**src/rtl/ttf_pkg.sv**
```systemverilog
// Shared types for the triangle tangent frame block: controller states,
// cross-product term codes, and the command/status buses between ctrl and dpath.
// No dependencies.
package ttf_pkg;

  // Digit width of the shared multiplier: one signed operand times one digit per cycle
  localparam int MUL_DIGIT = 17;

  typedef enum logic [3:0] {
    ST_IDLE,
    ST_MUL,
    ST_DRAIN,
    ST_DET_TAKE,
    ST_DET_CHK,
    ST_NUM_PREP,
    ST_OVF_CHK,
    ST_DIV,
    ST_STORE,
    ST_DONE
  } ttf_state_t;

  // Position of the next vertex within its triangle
  typedef enum logic [1:0] {
    PH_V0,
    PH_V1,
    PH_V2
  } ttf_phase_t;

  // Which cross product the multiplier is working on
  typedef enum logic [2:0] {
    TERM_DET,
    TERM_TX,
    TERM_TY,
    TERM_TZ,
    TERM_BX,
    TERM_BY,
    TERM_BZ
  } ttf_term_t;

  typedef struct packed {
    logic      load_v1;     // capture first vertex
    logic      load_v2;     // capture second vertex
    logic      load_tri;    // third vertex: capture edges and UV deltas
    logic      acc_clr;     // clear cross-product accumulator
    logic      mul_go;      // issue one partial product
    logic      mul_second;  // partial product belongs to the subtracted term
    ttf_term_t term;        // operand select
    logic      det_take;    // latch |det| and its sign
    logic      num_prep;    // latch |numerator| << FRAC_BITS into the divider
    logic      ovf_chk;     // quotient range check
    logic      div_step;    // one restoring-division step
    logic      res_store;   // write saturated quotient into its slot
    logic      out_load;    // move results into the output register
    logic      degen;       // zero determinant for this triangle
  } ttf_cmd_t;

  typedef struct packed {
    logic det_zero;
  } ttf_stat_t;

endpackage

```
**src/rtl/ttf_ctrl.sv**
```systemverilog
// Controller for the triangle tangent frame: vertex phase, sequencing of the
// shared multiplier and serial divider, and both channel handshakes.
// Depends on ttf_pkg.
module ttf_ctrl
  import ttf_pkg::*;
#(
  parameter int DATA_WIDTH = 32,
  localparam int EW    = DATA_WIDTH + 1,
  localparam int ND    = (EW + MUL_DIGIT - 1) / MUL_DIGIT,
  localparam int DIG_W = (ND > 1) ? $clog2(ND) : 1
) (
  input  logic             clk,
  input  logic             rst_n,
  input  logic             in_valid,
  output logic             in_stall,
  output logic             out_valid,
  input  logic             out_stall,
  output ttf_cmd_t         cmd,
  output logic [DIG_W-1:0] dig,
  input  ttf_stat_t        stat
);

  localparam int QB  = DATA_WIDTH + 1;
  localparam int QCW = $clog2(QB);

  ttf_state_t       state_r, state_nxt;
  ttf_phase_t       phase_r, phase_nxt;
  ttf_term_t        term_r, term_nxt;
  logic [DIG_W-1:0] dig_r, dig_nxt;
  logic             second_r, second_nxt;
  logic [QCW-1:0]   qcnt_r, qcnt_nxt;
  logic             degen_r, degen_nxt;
  logic             out_valid_r, out_valid_nxt;
  logic             in_accept;

  assign in_accept = in_valid && (state_r == ST_IDLE);

  // Next state and counters
  always_comb begin
    state_nxt  = state_r;
    phase_nxt  = phase_r;
    term_nxt   = term_r;
    dig_nxt    = dig_r;
    second_nxt = second_r;
    qcnt_nxt   = qcnt_r;
    degen_nxt  = degen_r;
    unique case (state_r)
      ST_IDLE: begin
        if (in_accept) begin
          unique case (phase_r)
            PH_V1: phase_nxt = PH_V2;
            PH_V2: begin
              phase_nxt  = PH_V0;
              state_nxt  = ST_MUL;
              term_nxt   = TERM_DET;
              dig_nxt    = '0;
              second_nxt = 1'b0;
              degen_nxt  = 1'b0;
            end
            default: phase_nxt = PH_V1;
          endcase
        end
      end
      ST_MUL: begin
        if (dig_r == DIG_W'(ND - 1)) begin
          dig_nxt = '0;
          if (second_r) begin
            second_nxt = 1'b0;
            state_nxt  = ST_DRAIN;
          end else begin
            second_nxt = 1'b1;
          end
        end else begin
          dig_nxt = dig_r + 1'b1;
        end
      end
      ST_DRAIN: state_nxt = (term_r == TERM_DET) ? ST_DET_TAKE : ST_NUM_PREP;
      ST_DET_TAKE: state_nxt = ST_DET_CHK;
      ST_DET_CHK: begin
        if (stat.det_zero) begin
          degen_nxt = 1'b1;
          state_nxt = ST_DONE;
        end else begin
          term_nxt  = TERM_TX;
          state_nxt = ST_MUL;
        end
      end
      ST_NUM_PREP: state_nxt = ST_OVF_CHK;
      ST_OVF_CHK: begin
        qcnt_nxt  = '0;
        state_nxt = ST_DIV;
      end
      ST_DIV: begin
        if (qcnt_r == QCW'(QB - 1)) begin
          state_nxt = ST_STORE;
        end else begin
          qcnt_nxt = qcnt_r + 1'b1;
        end
      end
      ST_STORE: begin
        if (term_r == TERM_BZ) begin
          state_nxt = ST_DONE;
        end else begin
          term_nxt  = ttf_term_t'(term_r + 3'd1);
          state_nxt = ST_MUL;
        end
      end
      ST_DONE: begin
        if (cmd.out_load) state_nxt = ST_IDLE;
      end
      default: state_nxt = ST_IDLE;
    endcase
    // Output beat register: set on load, held while stalled
    out_valid_nxt = cmd.out_load || (out_valid_r && out_stall);
  end

  // Datapath commands
  always_comb begin
    cmd            = '0;
    cmd.term       = term_r;
    cmd.mul_second = second_r;
    cmd.degen      = degen_r;
    unique case (state_r)
      ST_IDLE: begin
        if (in_accept) begin
          unique case (phase_r)
            PH_V1: cmd.load_v2 = 1'b1;
            PH_V2: begin
              cmd.load_tri = 1'b1;
              cmd.acc_clr  = 1'b1;
            end
            default: cmd.load_v1 = 1'b1;
          endcase
        end
      end
      ST_MUL:      cmd.mul_go   = 1'b1;
      ST_DET_TAKE: cmd.det_take = 1'b1;
      ST_DET_CHK:  cmd.acc_clr  = !stat.det_zero;
      ST_NUM_PREP: cmd.num_prep = 1'b1;
      ST_OVF_CHK:  cmd.ovf_chk  = 1'b1;
      ST_DIV:      cmd.div_step = 1'b1;
      ST_STORE: begin
        cmd.res_store = 1'b1;
        cmd.acc_clr   = (term_r != TERM_BZ);
      end
      ST_DONE:     cmd.out_load = !out_valid_r || !out_stall;
      default: ;
    endcase
  end

  assign in_stall  = (state_r != ST_IDLE);
  assign out_valid = out_valid_r;
  assign dig       = dig_r;

  always_ff @(posedge clk) begin
    if (!rst_n) begin
      state_r     <= ST_IDLE;
      phase_r     <= PH_V0;
      term_r      <= TERM_DET;
      dig_r       <= '0;
      second_r    <= 1'b0;
      qcnt_r      <= '0;
      degen_r     <= 1'b0;
      out_valid_r <= 1'b0;
    end else begin
      state_r     <= state_nxt;
      phase_r     <= phase_nxt;
      term_r      <= term_nxt;
      dig_r       <= dig_nxt;
      second_r    <= second_nxt;
      qcnt_r      <= qcnt_nxt;
      degen_r     <= degen_nxt;
      out_valid_r <= out_valid_nxt;
    end
  end

endmodule

```
**src/rtl/ttf_dpath.sv**
```systemverilog
// Datapath for the triangle tangent frame: held vertices, edges and UV deltas,
// digit-serial multiply-accumulate for the cross products, restoring divider,
// saturation and the output register. Depends on ttf_pkg.
module ttf_dpath
  import ttf_pkg::*;
#(
  parameter int DATA_WIDTH = 32,
  parameter int FRAC_BITS  = 16,
  localparam int EW    = DATA_WIDTH + 1,
  localparam int ND    = (EW + MUL_DIGIT - 1) / MUL_DIGIT,
  localparam int DIG_W = (ND > 1) ? $clog2(ND) : 1
) (
  input  logic                         clk,
  input  logic                         rst_n,
  input  ttf_cmd_t                     cmd,
  input  logic [DIG_W-1:0]             dig,
  output ttf_stat_t                    stat,
  input  logic signed [DATA_WIDTH-1:0] in_pos_x,
  input  logic signed [DATA_WIDTH-1:0] in_pos_y,
  input  logic signed [DATA_WIDTH-1:0] in_pos_z,
  input  logic signed [DATA_WIDTH-1:0] in_tex_u,
  input  logic signed [DATA_WIDTH-1:0] in_tex_v,
  output logic signed [DATA_WIDTH-1:0] out_tangent_x,
  output logic signed [DATA_WIDTH-1:0] out_tangent_y,
  output logic signed [DATA_WIDTH-1:0] out_tangent_z,
  output logic signed [DATA_WIDTH-1:0] out_bitangent_x,
  output logic signed [DATA_WIDTH-1:0] out_bitangent_y,
  output logic signed [DATA_WIDTH-1:0] out_bitangent_z,
  output logic                         out_degenerate,
  output logic                         out_saturated
);

  localparam int W  = DATA_WIDTH;
  localparam int XW = 2 * W + 3;                  // exact cross product / det
  localparam int BW = ND * MUL_DIGIT;             // multiplier operand split into digits
  localparam int PW = EW + MUL_DIGIT + 1;         // one partial product
  localparam int QB = W + 1;                      // quotient bits developed
  localparam int NW = XW + FRAC_BITS;             // shifted dividend
  localparam int HW = NW - QB;                    // dividend bits above the quotient field
  localparam int RW = ((HW > XW) ? HW : XW) + 1;  // partial remainder

  localparam logic [QB-1:0] LIM_POS = {2'b00, {(W - 1){1'b1}}};
  localparam logic [QB-1:0] LIM_NEG = {2'b01, {(W - 1){1'b0}}};

  // Held vertices and the current vertex
  logic signed [W-1:0]  hpos_r [6];
  logic signed [W-1:0]  htex_r [4];
  logic signed [W-1:0]  vin_pos [3];

  // Edges and UV deltas
  logic signed [EW-1:0] e1_r [3];
  logic signed [EW-1:0] e2_r [3];
  logic signed [EW-1:0] du1_r, dv1_r, du2_r, dv2_r;

  // Multiply-accumulate
  logic signed [EW-1:0]      op_a, op_b, op_c, op_d;
  logic signed [EW-1:0]      mx, my;
  logic signed [BW-1:0]      my_ext;
  logic [MUL_DIGIT-1:0]      dig_bits;
  logic signed [MUL_DIGIT:0] dig_s;
  logic signed [PW-1:0]      prod;
  logic signed [XW-1:0]      prod_ext;
  logic signed [XW-1:0]      pp_r;
  logic                      pp_v_r;
  logic                      pp_neg_r;
  logic signed [XW-1:0]      acc_r;
  logic [XW-1:0]             acc_mag;
  logic [NW-1:0]             num_sh;

  // Divider
  logic [XW-1:0] det_mag_r;
  logic          det_neg_r;
  logic [RW-1:0] rem_r;
  logic [QB-1:0] qsh_r;
  logic [QB-1:0] quot_r;
  logic          qneg_r;
  logic          ovf_r;
  logic [RW-1:0] dm;
  logic [RW-1:0] trial;
  logic          ge;

  // Saturation and results
  logic [QB-1:0]       lim;
  logic                sat_now;
  logic [QB-1:0]       mag;
  logic [QB-1:0]       mag_neg;
  logic signed [W-1:0] res_val;
  logic [2:0]          slot;
  logic signed [W-1:0] res_r [6];
  logic                sat_acc_r;
  logic signed [W-1:0] out_vec_r [6];
  logic                out_degen_r;
  logic                out_sat_r;

  assign vin_pos[0] = in_pos_x;
  assign vin_pos[1] = in_pos_y;
  assign vin_pos[2] = in_pos_z;

  // Vertex capture; edges and deltas are formed as the third vertex arrives
  always_ff @(posedge clk) begin
    if (cmd.load_v1) begin
      for (int i = 0; i < 3; i++) hpos_r[i] <= vin_pos[i];
      htex_r[0] <= in_tex_u;
      htex_r[1] <= in_tex_v;
    end
    if (cmd.load_v2) begin
      for (int i = 0; i < 3; i++) hpos_r[3 + i] <= vin_pos[i];
      htex_r[2] <= in_tex_u;
      htex_r[3] <= in_tex_v;
    end
    if (cmd.load_tri) begin
      for (int i = 0; i < 3; i++) begin
        e1_r[i] <= EW'(hpos_r[3 + i]) - EW'(hpos_r[i]);
        e2_r[i] <= EW'(vin_pos[i]) - EW'(hpos_r[i]);
      end
      du1_r <= EW'(htex_r[2]) - EW'(htex_r[0]);
      dv1_r <= EW'(htex_r[3]) - EW'(htex_r[1]);
      du2_r <= EW'(in_tex_u) - EW'(htex_r[0]);
      dv2_r <= EW'(in_tex_v) - EW'(htex_r[1]);
    end
  end

  // Operands of a*b - c*d for the selected term
  always_comb begin
    unique case (cmd.term)
      TERM_TX: begin op_a = dv2_r; op_b = e1_r[0]; op_c = dv1_r; op_d = e2_r[0]; end
      TERM_TY: begin op_a = dv2_r; op_b = e1_r[1]; op_c = dv1_r; op_d = e2_r[1]; end
      TERM_TZ: begin op_a = dv2_r; op_b = e1_r[2]; op_c = dv1_r; op_d = e2_r[2]; end
      TERM_BX: begin op_a = du1_r; op_b = e2_r[0]; op_c = du2_r; op_d = e1_r[0]; end
      TERM_BY: begin op_a = du1_r; op_b = e2_r[1]; op_c = du2_r; op_d = e1_r[1]; end
      TERM_BZ: begin op_a = du1_r; op_b = e2_r[2]; op_c = du2_r; op_d = e1_r[2]; end
      default: begin op_a = du1_r; op_b = dv2_r;   op_c = du2_r; op_d = dv1_r;   end
    endcase
  end

  // One partial product per cycle: full operand times one digit, top digit signed
  assign mx       = cmd.mul_second ? op_c : op_a;
  assign my       = cmd.mul_second ? op_d : op_b;
  assign my_ext   = BW'(my);
  assign dig_bits = my_ext[dig * MUL_DIGIT +: MUL_DIGIT];
  assign dig_s    = (dig == DIG_W'(ND - 1)) ? $signed({dig_bits[MUL_DIGIT-1], dig_bits})
                                             : $signed({1'b0, dig_bits});
  assign prod     = mx * dig_s;
  assign prod_ext = XW'(prod);

  always_ff @(posedge clk) begin
    if (!rst_n) begin
      pp_v_r <= 1'b0;
    end else begin
      pp_v_r <= cmd.mul_go;
    end
  end

  // Partial product register, then accumulate (mod 2^XW, final value is exact)
  always_ff @(posedge clk) begin
    if (cmd.mul_go) begin
      pp_r     <= prod_ext <<< (dig * MUL_DIGIT);
      pp_neg_r <= cmd.mul_second;
    end
    if (cmd.acc_clr) begin
      acc_r <= '0;
    end else if (pp_v_r) begin
      acc_r <= pp_neg_r ? acc_r - pp_r : acc_r + pp_r;
    end
  end

  assign acc_mag = acc_r[XW-1] ? $unsigned(-acc_r) : $unsigned(acc_r);
  assign num_sh  = {acc_mag, {FRAC_BITS{1'b0}}};

  // Restoring division, one quotient bit per step
  assign dm    = RW'(det_mag_r);
  assign trial = {rem_r[RW-2:0], qsh_r[QB-1]};
  assign ge    = (trial >= dm);

  always_ff @(posedge clk) begin
    if (cmd.det_take) begin
      det_mag_r <= acc_mag;
      det_neg_r <= acc_r[XW-1];
    end
    if (cmd.num_prep) begin
      rem_r  <= RW'(num_sh[NW-1:QB]);
      qsh_r  <= num_sh[QB-1:0];
      qneg_r <= acc_r[XW-1] ^ det_neg_r;
    end
    // High dividend part already at or above det: quotient needs more than QB bits
    if (cmd.ovf_chk) begin
      ovf_r <= (rem_r >= dm);
    end
    if (cmd.div_step) begin
      rem_r  <= ge ? trial - dm : trial;
      qsh_r  <= {qsh_r[QB-2:0], 1'b0};
      quot_r <= {quot_r[QB-2:0], ge};
    end
  end

  assign stat.det_zero = (det_mag_r == '0);

  // Clamp to the signed range, apply sign
  assign lim     = qneg_r ? LIM_NEG : LIM_POS;
  assign sat_now = ovf_r || (quot_r > lim);
  assign mag     = sat_now ? lim : quot_r;
  assign mag_neg = -mag;
  assign res_val = qneg_r ? $signed(mag_neg[W-1:0]) : $signed(mag[W-1:0]);
  assign slot    = 3'(cmd.term) - 3'd1;

  always_ff @(posedge clk) begin
    if (cmd.load_tri) begin
      sat_acc_r <= 1'b0;
    end else if (cmd.res_store) begin
      sat_acc_r <= sat_acc_r | sat_now;
    end
    if (cmd.res_store) begin
      res_r[slot] <= res_val;
    end
  end

  // Output beat register
  always_ff @(posedge clk) begin
    if (cmd.out_load) begin
      for (int i = 0; i < 6; i++) out_vec_r[i] <= cmd.degen ? '0 : res_r[i];
      out_degen_r <= cmd.degen;
      out_sat_r   <= cmd.degen ? 1'b0 : sat_acc_r;
    end
  end

  assign out_tangent_x   = out_vec_r[0];
  assign out_tangent_y   = out_vec_r[1];
  assign out_tangent_z   = out_vec_r[2];
  assign out_bitangent_x = out_vec_r[3];
  assign out_bitangent_y = out_vec_r[4];
  assign out_bitangent_z = out_vec_r[5];
  assign out_degenerate  = out_degen_r;
  assign out_saturated   = out_sat_r;

endmodule

```
**src/rtl/triangle_tangent_frame.sv**
```systemverilog
// Triangle tangent frame: vertices in, one tangent/bitangent beat per triangle.
// First and second vertex of a triangle: captured while idle, no result.
// Third vertex: determinant, then six cross products, each divided by it in the
// restoring divider (one quotient bit per cycle); ND = ceil((DATA_WIDTH+1)/17) digits.
// Zero determinant: the beat follows the determinant alone. Input stalls while a triangle is worked on.
// Reset (synchronous, rst_n low) returns to the first vertex and drops out_valid.
module triangle_tangent_frame
  import ttf_pkg::*;
#(
  parameter int DATA_WIDTH = 32,
  parameter int FRAC_BITS  = 16
) (
  input  logic                         clk,
  input  logic                         rst_n,
  input  logic                         in_valid,
  output logic                         in_stall,
  input  logic signed [DATA_WIDTH-1:0] in_pos_x,
  input  logic signed [DATA_WIDTH-1:0] in_pos_y,
  input  logic signed [DATA_WIDTH-1:0] in_pos_z,
  input  logic signed [DATA_WIDTH-1:0] in_tex_u,
  input  logic signed [DATA_WIDTH-1:0] in_tex_v,
  output logic                         out_valid,
  input  logic                         out_stall,
  output logic signed [DATA_WIDTH-1:0] out_tangent_x,
  output logic signed [DATA_WIDTH-1:0] out_tangent_y,
  output logic signed [DATA_WIDTH-1:0] out_tangent_z,
  output logic signed [DATA_WIDTH-1:0] out_bitangent_x,
  output logic signed [DATA_WIDTH-1:0] out_bitangent_y,
  output logic signed [DATA_WIDTH-1:0] out_bitangent_z,
  output logic                         out_degenerate,
  output logic                         out_saturated
);

  localparam int EW    = DATA_WIDTH + 1;
  localparam int ND    = (EW + MUL_DIGIT - 1) / MUL_DIGIT;
  localparam int DIG_W = (ND > 1) ? $clog2(ND) : 1;

  ttf_cmd_t         cmd;
  ttf_stat_t        stat;
  logic [DIG_W-1:0] dig;

  ttf_ctrl #(
    .DATA_WIDTH (DATA_WIDTH)
  ) u_ctrl (
    .clk       (clk),
    .rst_n     (rst_n),
    .in_valid  (in_valid),
    .in_stall  (in_stall),
    .out_valid (out_valid),
    .out_stall (out_stall),
    .cmd       (cmd),
    .dig       (dig),
    .stat      (stat)
  );

  ttf_dpath #(
    .DATA_WIDTH (DATA_WIDTH),
    .FRAC_BITS  (FRAC_BITS)
  ) u_dpath (
    .clk             (clk),
    .rst_n           (rst_n),
    .cmd             (cmd),
    .dig             (dig),
    .stat            (stat),
    .in_pos_x        (in_pos_x),
    .in_pos_y        (in_pos_y),
    .in_pos_z        (in_pos_z),
    .in_tex_u        (in_tex_u),
    .in_tex_v        (in_tex_v),
    .out_tangent_x   (out_tangent_x),
    .out_tangent_y   (out_tangent_y),
    .out_tangent_z   (out_tangent_z),
    .out_bitangent_x (out_bitangent_x),
    .out_bitangent_y (out_bitangent_y),
    .out_bitangent_z (out_bitangent_z),
    .out_degenerate  (out_degenerate),
    .out_saturated   (out_saturated)
  );

  // Datapath steps never overlap
  a_cmd_onehot: assert property (@(posedge clk) disable iff (!rst_n)
    $onehot0({cmd.load_v1, cmd.load_v2, cmd.load_tri, cmd.mul_go, cmd.det_take,
              cmd.num_prep, cmd.ovf_chk, cmd.div_step, cmd.res_store, cmd.out_load}))
    else $error("ttf: more than one datapath step in a cycle");

  // A new result never overwrites a beat still held by the receiver
  a_no_overwrite: assert property (@(posedge clk) disable iff (!rst_n)
    cmd.out_load |-> (!out_valid || !out_stall))
    else $error("ttf: output beat overwritten while stalled");

  // Third vertex starts the triangle math and blocks further input
  a_busy_after_tri: assert property (@(posedge clk) disable iff (!rst_n)
    cmd.load_tri |=> in_stall)
    else $error("ttf: input not stalled after third vertex");

  // Degenerate beats carry zero vectors and no saturation flag
  a_degen_zero: assert property (@(posedge clk) disable iff (!rst_n)
    (out_valid && out_degenerate) |->
      (out_tangent_x == '0 && out_tangent_y == '0 && out_tangent_z == '0 &&
       out_bitangent_x == '0 && out_bitangent_y == '0 && out_bitangent_z == '0 &&
       !out_saturated))
    else $error("ttf: degenerate beat with nonzero payload");

endmodule

```
**config.mk**
```make
export PLATFORM = sky130hd
export DESIGN_NAME = triangle_tangent_frame
export DESIGN_NICKNAME = d
export VERILOG_FILES = /design/src/rtl/ttf_pkg.sv /design/src/rtl/ttf_ctrl.sv /design/src/rtl/ttf_dpath.sv /design/src/rtl/triangle_tangent_frame.sv
export SDC_FILE = /design/constraint.sdc
export NUM_CORES = 2
export LEC_CHECK = 0
export CAP_MARGIN = 10
export CORE_MARGIN = 3
export CORE_UTILIZATION = 39
export DETAILED_ROUTE_END_ITERATION = 10
export DONT_BUFFER_PORTS = 1
export PLACE_DENSITY = 0.57
export SETUP_SLACK_MARGIN = 0.1
export SYNTH_ARGS = -nofsm -noshare
export SYNTH_HDL_FRONTEND = slang
export SYNTH_SLANG_ARGS = --single-unit
```
**constraint.sdc**
```tcl
create_clock -name clk -period 24.9 [get_ports clk]
set_clock_uncertainty 0.1 [all_clocks]
set_input_delay 0 -clock clk [delete_from_list [all_inputs] [get_ports clk]]
set_output_delay 0 -clock clk [all_outputs]
set_load 0.05 [all_outputs]
```
* Word-level counts from Yosys, hierarchy flattened *
Memories as Yosys holds them, arrays and structs flattened.
Cells that the tools add are included.

storage, ports and cells
  flip-flop bits (word level) = 478
  bits in writable memories = 902
  bits of input ports = 164
  output and inout bits = 196
  word-level logic and storage cells = 209
  memories kept = 6

operators by class
  add/sub/neg operators = 19
  $mul = 2
  order comparisons = 3
  equality and inequality tests = 29
  shift-type cells = 2
  multiplexer cells = 88
  bitwise logic cells = 2
  reductions and logical operators = 31

memory list
  name               depth  bits a word  read ports  clocked after Yosys merged registers in  write ports  RTL line         source
  u_dpath.hpos_r     6      32           6           0                                        3            ttf_dpath.sv:46  logic signed [W-1:0] hpos_r [6];
  u_dpath.out_vec_r  6      32           6           0                                        6            ttf_dpath.sv:91  logic signed [W-1:0] out_vec_r [6];
  u_dpath.res_r      6      32           6           0                                        1            ttf_dpath.sv:89  logic signed [W-1:0] res_r [6];
  u_dpath.htex_r     4      32           4           0                                        2            ttf_dpath.sv:47  logic signed [W-1:0] htex_r [4];
  u_dpath.e1_r       3      33           3           0                                        3            ttf_dpath.sv:51  logic signed [EW-1:0] e1_r [3];
  u_dpath.e2_r       3      33           3           0                                        3            ttf_dpath.sv:52  logic signed [EW-1:0] e2_r [3];

operators with widths
  operator                                             count
  two-way mux 32 bit                                   14
  case mux 33 bit (6 select lines)                     2
  subtractor 32 x 32 -> 33 bit                         10
  two-way mux 68 bit                                   3
  two-way mux 33 bit                                   6
  OR reduction 32 bit                                  5
  >= comparator 68 x 67 -> 1 bit                       2
  two-way mux 67 bit                                   2
  subtractor 68 x 67 -> 68 bit                         1
  adder 67 bit                                         1
  logical NOT 67 bit                                   1
  negation 67 bit                                      1
  <<< shifter 51 x 6 -> 67 bit                         1
  subtractor 67 bit                                    1
  multiplier 33 x 18 -> 51 bit                         1
  case mux 4 bit (10 select lines)                     1
  two-way mux 4 bit                                    9
  indexed part select 34 x 7 -> 17 bit                 1
  greater-than comparator 33 x 32 -> 1 bit             1
  negation 32 bit                                      1
  two-way mux 1 bit                                    30
  two-way mux 3 bit                                    9
  two-way mux 18 bit                                   1
  equality test 4 x 3 -> 1 bit, second input constant  4
  other kinds (41)                                     68

* Longest topological paths before layout *
  word-level depth = 9
  depth in mapped cells = 43
  gate-level depth less buffers = 36

* Hierarchy *
Synthesis repeated with hierarchy kept, for this count alone.

second synthesis, totals
  cell total of the unflattened synthesis = 9,383
  area, all modules = 98,665.9 µm²

by module, submodules not included
  module     times used  cells each  area an instance (µm²)
  ttf_dpath  1           9,248       97,432.2
  ttf_ctrl   1           135         1,233.7

* Worst setup path after synthesis *
Ideal clock, no wire load.

  path kind = register -> register
  from = reg u_ctrl.state_r[3]
  to = reg u_dpath.out_degen_r (netlist: u_dpath.out_degenerate), enable pin
  setup time = 813 ps
  arrival = 10,164 ps
  required time = 23,987 ps
  slack = 13,823 ps
  cell stages (with the launch flop) = 5
  path buffers = 1
  clock period less this slack = 11,077 ps
  path through = dfxtp_1 > clkbuf_1 > nor2b_1 > nand2_1 > a21oi_1

RTL lines
  element                   RTL line          source
  start: declaration        ttf_ctrl.sv:26    ttf_state_t state_r, state_nxt;
  start signal: assignment  ttf_ctrl.sv:166   state_r <= state_nxt;
  end signal: assignment    ttf_dpath.sv:221  out_degen_r <= cmd.degen;
  end: declaration          ttf_dpath.sv:92   logic out_degen_r;

* Worst setup path in the final report *
  from = reg u_ctrl.term_r[0]
  to = reg u_dpath.pp_r[47] (data pin)

between the ends
  word-level cells in the longest chain between the ends = 7
  elaborated cells between the ends (all ways) = 17
  classes of those cells = mul: 1; eq/ne: 6; shift: 2; mux: 7; reduce/logical: 1

RTL lines
  element                                      RTL line          source
  start: declaration                           ttf_ctrl.sv:28    ttf_term_t term_r, term_nxt;
  start signal: assignment                     ttf_ctrl.sv:168   term_r <= term_nxt;
  equality test 3 bit (tied with other cells)  ttf_dpath.sv:125  unique case (cmd.term)
  case mux 33 bit (6 select lines)             ttf_dpath.sv:125
  two-way mux 33 bit                           ttf_dpath.sv:138  assign my = cmd.mul_second ? op_d : op_b;
  indexed part select 34 x 7 -> 17 bit         ttf_dpath.sv:140  assign dig_bits = my_ext[dig * MUL_DIGIT +: MUL_DIGIT];
  two-way mux 18 bit                           ttf_dpath.sv:141  assign dig_s = (dig == DIG_W'(ND - 1)) ? $signed({dig_bits[MUL_DIGIT-1], dig_bits})
  multiplier 33 x 18 -> 51 bit *               ttf_dpath.sv:143  assign prod = mx * dig_s;
  <<< shifter 51 x 6 -> 67 bit *               ttf_dpath.sv:157  pp_r <= prod_ext <<< (dig * MUL_DIGIT);
  end signal: assignment                       ttf_dpath.sv:157
  end: declaration                             ttf_dpath.sv:63   logic signed [XW-1:0] pp_r;

Mark *: on every way between the ends. The rest lies on a longest branch, timed or not.
A chain may end at the register's enable or synchronous reset.

==> summary.md <==
| Metric | Value |
|---|---|
| Initial Util | 39.36% |
| Combinational family with the most area after synthesis | adder cells |
| Max transition margin | 9.082% |
| Drt wl/cell | 22.39 µm |
| Fillers | 23546 |
| Worst Setup Start Kind | register |
| Fraction of synthesized cell area in xor and xnor cells | 4.934% |
| Max-Cap Viols | 0 |
| Die area | 261000 µm² |
| CP max stage delay | 1.14 ns |
| FF+latch count, synth | 1380 |
| Share of layout cells above drive strength 1 | 5.674% |
| GRT Total Usage | 22.17% |
| RSZ-0062 raised after global routing | no |
| Reg clk slew, reported paths | 0.06 ns |
| Routed vias/inst | 5.513 |
| Adder-Cell Fraction of Synth Area | 20.38% |
| Core area | 252600 µm² |
| Worst min path class | input pin to register |
| DR top layer | met5 |
| Post-synthesis simple-gate area fraction | 12.93% |
| Syn Inst Count | 9514 |
| DP HPWL | 227.7 mm |
| First-pass GRT wire length | 448.9 mm |
| Crit path max fanout | 49 |
| Ys Warns | 0 |
| Register area share after synthesis | 40.80% |
| Mux cell area share after synthesis | 2.830% |
| Post-synth EDFFs | 1292 |
| WP data required | 25.32 ns |
| Status | completed |
| Worst slew pin tran | 1.355 ns |
| Worst setup path class | register to register |
| Clock Sinks | 1380 |
| Die height | 510.8 µm |
| Met3 wire length | 18.22 mm |
| Die width | 510.8 µm |
| Final wirelength | 296.1 mm |
| Initial DRT Pass Iterations | 7 |
| Fin nets | 11173 |
| Final hold vios | 0 |
| Achievable Freq | 0.08695 GHz |
| Endpoints failing setup | 0 |
| Max Root-Sink Buffers | 3 |
| DR vias | 72906 |
| Syn Nets | 10948 |
| Asr flop ratio synth | 0% |
| Final period util | 46.19% |
| DRC | 0 |
| Mapped cell area | 99400 µm² |
| Netlist cell types | 85 |
| CTS tree | yes |
| Met1 WL | 128.7 mm |
| Placer Congestion | 0.9433 |
| Area grow syn2layout | 12.42% |
| Post-layout min period | 11.50 ns |
| CTS Buf Count | 159 |
| Clock Latency Late Sink | 0.84 ns |
| Root Driver | clkbuf_16 |
| Slew Viols, Final | 0 |
| Post-CTS Setup Bufs | 0 |
| Initial antenna violation count | 18 |
| Row cnt | 184 |
| Hold buffers post-CTS | 325 |
| Final global-route overflow total | 0 |
| Post-DRT Antenna Nets | 0 |
| TNS Setup | 0 ns |
| Slowest cell on crit path | a311oi_1 |
| CP Capture Type | register |
| Worst path arrival time | 11.92 ns |
| Most used cell, CP | fa_1 |
| Number of port buffers | 0 |
| Met2 WL post-DR | 139.0 mm |
| Maximum number of pins on one net before global-route repair | 122 |
| Initial drt markers | 6145 |
| H-tree depth | 4 |
| Post-CTS sizing | 0 |
| Via count of the first global-routing pass | 72762 |
| IO Count | 360 |
| Synth Flop Type | edfxtp_1 |
| Complex-gate fraction of the synthesized area | 12.79% |
| Syn_area_per_cell | 10.45 µm² |
## per-stage QoR
step | hold slack [ns] | area [µm²] | cells | util [%] | setup WS [ns]
2_1_floorplan | -0.001131 | 99400 | 9514 | - | 13.82
3_3_place_gp | -0.0009727 | 103000 | 12600 | 40.80 | 13.29
3_5_place_dp | -0.0009759 | 103000 | 12601 | 40.80 | 13.72
4_1_cts | 0.1216 | 111700 | 13217 | 44.24 | 13.71
5_1_grt | 0.1426 | 111700 | 13219 | 44.24 | 13.17
6_report | 0.1745 | 111700 | 13225 | 44.24 | 13.40
## routing by layer
metal	vias up	GRT usage, %
li1	33735	-
met1	36214	29.99
met2	2473	36.50
met3	474	3.235
met4	10	7.364
met5	-	0
## placed cells by master, fill, tap and decap left out, types with 37 or more instances in the layout
cell type / n
edfxtp_1: 1292
inv_1: 1066
nand2_1: 843
ha_1: 685
a21oi_1: 680
nor2_1: 662
fa_1: 582
xnor2_1: 402
o21ai_0: 358
nor2b_1: 332
dlygate4sd3_1: 325
a21o_1: 267
clkbuf_16: 159
xor2_1: 158
and2_1: 121
nor3_1: 111
nand3_1: 110
nand2b_1: 107
mux2_2: 102
o21a_1: 101
nand4_1: 101
dfxtp_1: 82
buf_4: 75
mux2i_1: 74
a31oi_1: 70
o21bai_1: 68
a221oi_1: 54
and3_1: 52
a211oi_1: 51
or3_1: 50
nor4_1: 48
mux4_2: 41
a22oi_1: 40
o31ai_1: 37
## cell type report
cell class                      count  area, µm²  area share (%)
Antenna cell                        8      20.02         0.01792
Clock buffer                      182       4095           3.665
Clock inverter                    109       1324           1.185
Inverter                         1073       4038           3.613
Multi-Input combinational cell   6724      53680           48.04
Sequential cell                  1380      40580           36.31
Tap cell                         3348       4189           3.749
Timing Repair Buffer              401       3820           3.419
## cells in the mapped netlist (40+ instances only)
| master | number | area (µm²) |
|---|---|---|
| mux2_2 | 102 | 1149 |
| or3_1 | 50 | 312.8 |
| nand2_1 | 846 | 3176 |
| mux4_2 | 41 | 923.4 |
| and3_1 | 55 | 344.1 |
| nor2_1 | 663 | 2489 |
| o21a_1 | 101 | 758.2 |
| edfxtp_1 | 1292 | 38800 |
| a21o_1 | 267 | 2004 |
| xnor2_1 | 402 | 3521 |
| o21bai_1 | 68 | 510.5 |
| nand4_1 | 101 | 631.9 |
| ha_1 | 688 | 8608 |
| fa_1 | 582 | 11650 |
| mux2i_1 | 74 | 740.7 |
| a21oi_1 | 682 | 3413 |
| nor2b_1 | 333 | 2083 |
| nand3_1 | 110 | 550.5 |
| xor2_1 | 158 | 1384 |
| nor4_1 | 50 | 312.8 |
| and2_1 | 123 | 769.5 |
| a211oi_1 | 51 | 382.9 |
| inv_1 | 1070 | 4016 |
| nor3_1 | 114 | 570.6 |
| o21ai_0 | 360 | 1802 |
| dfxtp_1 | 88 | 1762 |
| a31oi_1 | 70 | 437.9 |
| nand2b_1 | 107 | 669.4 |
| a22oi_1 | 40 | 300.3 |
| clkbuf_1 | 296 | 1111 |
| a221oi_1 | 54 | 473.0 |
## sequential cells by signal, indices dropped and copies added (netlist names), 6 cells and up
register	count
u_dpath.rem_r	68
u_dpath.qsh_r	17
u_dpath.du1_r	33
u_dpath.e2_r	99
u_dpath.det_mag_r	67
u_dpath.dv2_r	33
u_dpath.htex_r	128
u_dpath.hpos_r	192
u_dpath.dv1_r	33
u_ctrl.qcnt_r	6
u_dpath.pp_r	67
u_dpath.out_vec_r	192
u_dpath.res_r	192
u_dpath.quot_r	33
u_dpath.acc_r	67
u_dpath.e1_r	99
u_dpath.du2_r	33
## logic make-up after synthesis
kind of cell             Yosys count
XOR/XNOR                         560
AND/OR/NAND/NOR                 2673
multiplexers                     217
buffers and inverters           1410
adder cells (fa/ha/maj)         1270
AO/OA/AOI/OAI                   2004
flip-flops                      1380
## worst paths after layout
path | slack [ns] | end | cells past startpoint | startpoint
min | 0.17 | u_ctrl.state_r[3] | 4 | out_stall
max reg2reg | 13.40 | u_dpath.pp_r[47] | 33 | u_ctrl.term_r[0]
max | 13.40 | u_dpath.pp_r[47] | 33 | u_ctrl.term_r[0]
min reg2reg | 0.41 | u_dpath.det_mag_r[0] | 0 | u_dpath.acc_r[0]
## worst max-delay path, delay by kind of cell (launching register included)
family          cells  cell delay, ns
compound gates     13            4.64
fa+ha+maj           8            3.38
buf+inv             8            1.68
simple gates        2            0.46
flops               1            0.41
mux                 1            0.29
xor+xnor            1            0.18
Power is not shown: default switching activity piles up to over one toggle a cycle in this logic, so the estimate is an artifact.
